`src/sv/oprs_pkg.sv`:
```
package oprs_pkg;

    // Input transaction kinds carried on s_axis_tuser
    localparam logic [1:0] OP_WRITE = 2'd0;
    localparam logic [1:0] OP_START = 2'd1;
    localparam logic [1:0] OP_TICK  = 2'd2;
    localparam logic [1:0] OP_CLEAR = 2'd3;

    // Panel command bytes
    localparam logic [7:0] CMD_PAGE_BASE  = 8'hB0;
    localparam logic [7:0] CMD_LOW_OFFSET = 8'h02;
    localparam logic [7:0] CMD_LOW_PLAIN  = 8'h00;
    localparam logic [7:0] CMD_HIGH_COL   = 8'h10;

    // Header slots within one page
    localparam int HEADER_LEN   = 3;
    localparam int POS_PAGE_CMD = 0;
    localparam int POS_LOW_CMD  = 1;
    localparam int POS_HIGH_CMD = 2;

    // Sequencer status toward the control logic
    typedef struct packed {
        logic       active;
        logic       data_phase;
        logic       frame_end;
        logic       clearing;
        logic [7:0] cmd_byte;
    } seq_status_t;

endpackage

```
`src/sv/oprs_seq.sv`:
```
module oprs_seq
    import oprs_pkg::*;
#(
    parameter int COLUMNS = 128,
    parameter int PAGES   = 8,
    parameter int ADDR_W  = $clog2(COLUMNS * PAGES)
)
(
    input  logic              clk,
    input  logic              rst_n,
    input  logic              arm,
    input  logic              arm_clear,
    input  logic              advance,
    input  logic              column_offset_mode,
    output seq_status_t       status,
    output logic [ADDR_W-1:0] addr
);

    localparam int POS_W = $clog2(COLUMNS + HEADER_LEN);
    localparam int PG_W  = (PAGES > 1) ? $clog2(PAGES) : 1;
    localparam int COL_W = $clog2(COLUMNS);

    logic             active_reg, active_next;
    logic             clear_reg, clear_next;
    logic [PG_W-1:0]  page_reg, page_next;
    logic [POS_W-1:0] pos_reg, pos_next;

    logic             data_phase;
    logic             end_of_page;
    logic             last_page;
    logic [COL_W-1:0] col;
    logic [7:0]       cmd_byte;

    // Decode the current slot
    assign data_phase  = pos_reg >= POS_W'(HEADER_LEN);
    assign end_of_page = pos_reg == POS_W'(HEADER_LEN + COLUMNS - 1);
    assign last_page   = page_reg == PG_W'(PAGES - 1);
    assign col         = COL_W'(pos_reg - POS_W'(HEADER_LEN));
    assign addr        = ADDR_W'(int'(page_reg) * COLUMNS + int'(col));

    // Pick the header command for this slot
    always_comb
    begin
        case (int'(pos_reg))
            POS_PAGE_CMD: cmd_byte = CMD_PAGE_BASE + 8'(page_reg);
            POS_LOW_CMD:  cmd_byte = column_offset_mode ? CMD_LOW_OFFSET : CMD_LOW_PLAIN;
            POS_HIGH_CMD: cmd_byte = CMD_HIGH_COL;
            default:      cmd_byte = 8'h00;
        endcase
    end

    assign status.active     = active_reg;
    assign status.data_phase = data_phase;
    assign status.frame_end  = end_of_page && last_page;
    assign status.clearing   = clear_reg;
    assign status.cmd_byte   = cmd_byte;

    // Arm from idle, advance one slot per emitted byte
    always_comb
    begin
        active_next = active_reg;
        clear_next  = clear_reg;
        page_next   = page_reg;
        pos_next    = pos_reg;
        if (!active_reg)
        begin
            if (arm)
            begin
                active_next = 1'b1;
                clear_next  = arm_clear;
                page_next   = '0;
                pos_next    = '0;
            end
        end
        else if (advance)
        begin
            if (end_of_page)
            begin
                pos_next = '0;
                if (last_page)
                begin
                    active_next = 1'b0;
                    clear_next  = 1'b0;
                    page_next   = '0;
                end
                else
                begin
                    page_next = page_reg + PG_W'(1);
                end
            end
            else
            begin
                pos_next = pos_reg + POS_W'(1);
            end
        end
    end

    always_ff @(posedge clk or negedge rst_n)
    begin
        if (!rst_n)
        begin
            active_reg <= 1'b0;
            clear_reg  <= 1'b0;
            page_reg   <= '0;
            pos_reg    <= '0;
        end
        else
        begin
            active_reg <= active_next;
            clear_reg  <= clear_next;
            page_reg   <= page_next;
            pos_reg    <= pos_next;
        end
    end

endmodule

```
`config.mk`:
```
export PLATFORM = sky130hd
export DESIGN_NAME = oprs_seq
export DESIGN_NICKNAME = d
export VERILOG_FILES = /design/src/sv/oprs_pkg.sv /design/src/sv/oprs_seq.sv
export SDC_FILE = /design/constraint.sdc
export NUM_CORES = 1
export LEC_CHECK = 0
export ABC_AREA = 0
export BUFFER_PORTS_ARGS = -buffer_cell sky130_fd_sc_hd__buf_2
export CELL_PAD_IN_SITES_DETAIL_PLACEMENT = 0
export CELL_PAD_IN_SITES_GLOBAL_PLACEMENT = 1
export CORE_ASPECT_RATIO = 0.7
export CORE_UTILIZATION = 40
export CTS_CLUSTER_DIAMETER = 100
export DETAILED_ROUTE_END_ITERATION = 10
export PLACE_DENSITY_LB_ADDON = 0.25
export SLEW_MARGIN = 20
export SYNTH_ARGS = -nofsm -noshare
export SYNTH_HDL_FRONTEND = slang
export SYNTH_SLANG_ARGS = --single-unit
```
`constraint.sdc`:
```
create_clock -name clk -period 3.85 [get_ports clk]
set_clock_uncertainty 0.2 [all_clocks]
set_input_delay 0.9625 -clock clk [delete_from_list [all_inputs] [get_ports clk]]
set_output_delay 0.9625 -clock clk [all_outputs]
set_load 0.05 [all_outputs]
```
==> impl_metrics.py <==
metrics = {
    "run_status": {
        "status": "complete, no violations",
    },
    "synthesis": {
        "ys.flop_type": "dfrtp_1",
        "yosysMostFrequentCell": "dfrtp_1",
        "ys_seq_area_frac": 0.3381,
        "synthCells": 111,
        "synthesis.area_um2": 962.2,
        "synth_warnings": 0,
        "synth-seq-cells": 13,
        "synth.area.top_cells": "dfrtp_1, ha_1, o21ai_0",
        "async_reset_ff_frac": 1.000,
        "synth-edff-count": 0,
        "synth.avg_cell_area_um2": 8.668,
        "netlist.top_cell.by_area": "dfrtp_1",
        "netlist_top_cells_count": "dfrtp_1, o21ai_0, nand2_1",
        "synth_cell_type_count": 36,
        "synth.top_cell.area_share": 0.3381,
    },
    "cells_and_area": {
        "num-fill-cells": 232,
        "finalInstanceArea_um2": 1075,
        "synthToLayoutAreaGrowth_pct": 11.70,
        "drive_gt1_frac": 0.2578,
        "n_antenna_cell": 0,
        "layout.cells.non_filler": 160,
        "largest_reg_flops": 8,
        "seq_area_um2": 325.3,
        "final_nets": 141,
        "multiInputGateArea_um2": 543.0,
    },
    "routing": {
        "drt_iter0_markers": 30,
        "final_antenna_net_count": 0,
        "wl_per_cell_um": 13.79,
        "wl_mm": 2.206,
        "vias_per_cell": 5.444,
        "num_vias": 871,
        "first_pass_iters": 4,
        "drc": 0,
    },
    "cts": {
        "cts_tree": "built",
        "root_buffer": "clkbuf_4",
        "cts_hold_buf": 0,
        "clockBufferDepth": 2,
        "post-cts-setup-buffer-count": 0,
        "cts_max_level": 1,
        "clk_latency_ps": 290,
        "clk_pin_slew_ps": 80,
        "numClockSinks": 13,
        "cts_made_buffers": 3,
        "postCtsResizedCells": 0,
    },
    "floorplanning": {
        "boundaryPins": 28,
        "die_h_um": 43.04,
        "num_rows": 14,
        "die-area_um2": 2609,
        "fp.dieW_um": 60.62,
        "core-area_um2": 2207,
        "initial_core_util": 0.4359,
    },
    "sta": {
        "final.setup.tns_ps": 0,
        "setup_viol": 0,
        "post-route-period-util": 0.8852,
        "rsz0062_at_grt": "false",
        "max_clock_freq_ghz": 0.2934,
        "period_needed_ps": 3408,
        "hold_viol_final": 0,
        "worst_slack_ps": 442.1,
        "relSlewSlack": 0.5207,
        "worst_pin_slew_ps": 716.4,
        "finalMaxSlewViolations": 0,
    },
    "pwr": {
        "p_total_mw": 1.014,
        "ir_drop_mv": 0.2874,
        "p_leak_nw": 0.5085,
        "power_density_nw_per_um2": 943.0,
    },
    "critical_path": {
        "crit_path_top_delay_cell": "or4_4",
        "path_buf_inv": 1,
        "start_kind": "flop",
        "critPathMaxFanout": 13,
        "path_cells": "or4_4 -> nor3_1 -> and3_1 -> buf_2",
        "critPathArrivalTime_ps": 2250,
        "cpPeakStageDelay_ps": 620,
        "cp.required_ps": 2690,
        "crit_family": "simple AND/OR/NAND/NOR gates",
        "end_kind": "primary output",
        "worstSetupPathType": "reg2out",
    },
    "global_route": {
        "first_global_vias": 754,
        "grt.total_usage": 0.1926,
        "grt_start_max_net_pins": 14,
        "grt_overflow": 0,
        "antenna_found_initial": 0,
        "grt_pass1_wl_mm": 3.581,
    },
    "placed_design": {
        "gp_congestion": 0.7614,
        "dp_hpwl_mm": 1.564,
        "placed_cell_area_um2": 1049,
        "placed_cells": 156,
        "place_ws_ps": 766.0,
        "io_buffers": 25,
    },
    "worst_hold_path": {
        "hp-class": "in2async",
    },
    "flow_run": {
        "drv_cap": 0,
    },
}
[layout make-up]
cell class,count,area share
timing repair buffer,25,0.1164
tap,32,0.03725
clock buffer,4,0.02445
inverter,4,0.01397
sequential,13,0.3027
multi-input combinational,82,0.5052
[cells in the final DEF (no fill, tap or decap), drive strengths merged, types with 2 or more instances in the layout]
cell type   n
a21oi       4
and2        3
and3        4
and4        2
buf        25
clkbuf      4
conb        2
dfrtp      13
ha          6
inv         3
mux2i       2
nand2       8
nand3       6
nor2        6
nor3        4
nor4        3
o21ai      14
o31ai       3
xnor2       2
xor2        4
[layer usage]
layer  part of all wire  wire [um]  vias to the layer above  GRT usage
met5                  0          0                        -          0
met4              0.012         27                        0    0.05455
met3              0.070        154                        7    0.06402
met2               0.41        901                       32     0.2593
met1               0.51       1121                      410     0.2879
li1                   -          -                      422          -
[kinds of logic after synthesis]
family                   synth area share
AO/OA/AOI/OAI                      0.1482
XOR/XNOR                          0.05462
adder cells (fa/ha/maj)           0.07802
buffers and inverters              0.1014
flip-flops                         0.3381
multiplexers                      0.02081
other                            0.003897
AND/OR/NAND/NOR                    0.2549
[through the flow]
stage          utilization  hold slack, ps
6_report            0.4870           354.8
5_1_grt             0.4870           355.6
3_5_place_dp        0.4751           367.2
3_3_place_gp        0.4751           356.1
2_1_floorplan            -           305.5
4_1_cts             0.4870           362.9
[power by group]
group / switching [mW] / leakage, nW / internal, mW
clock: 0.0496 / 0.0150 / 0.0403
sequential: 0.0859 / 0.159 / 0.182
combinational: 0.481 / 0.335 / 0.174
total: 0.617 / 0.508 / 0.397
[worst reg2reg max path, stage by stage, from the launching register on]
cell and delay, ps:
dfrtp_1 510, or4_4 620, nor3_2 360, and4_1 290
nor2_1 50
[final timing paths]
check                            start          end  slack [ps]  cells past startpoint
max in group asynchronous        rst_n   pos_reg[3]        2860                      1
min in group clk           page_reg[1]  page_reg[1]         390                      2
max                         pos_reg[2]    status[2]         440                      4
max reg2reg                 pos_reg[2]   active_reg        1680                      4
min reg2reg                page_reg[1]  page_reg[1]         390                      2
min                              rst_n   pos_reg[2]         350                      1
Note: power is estimated with default switching activity, not from simulation.
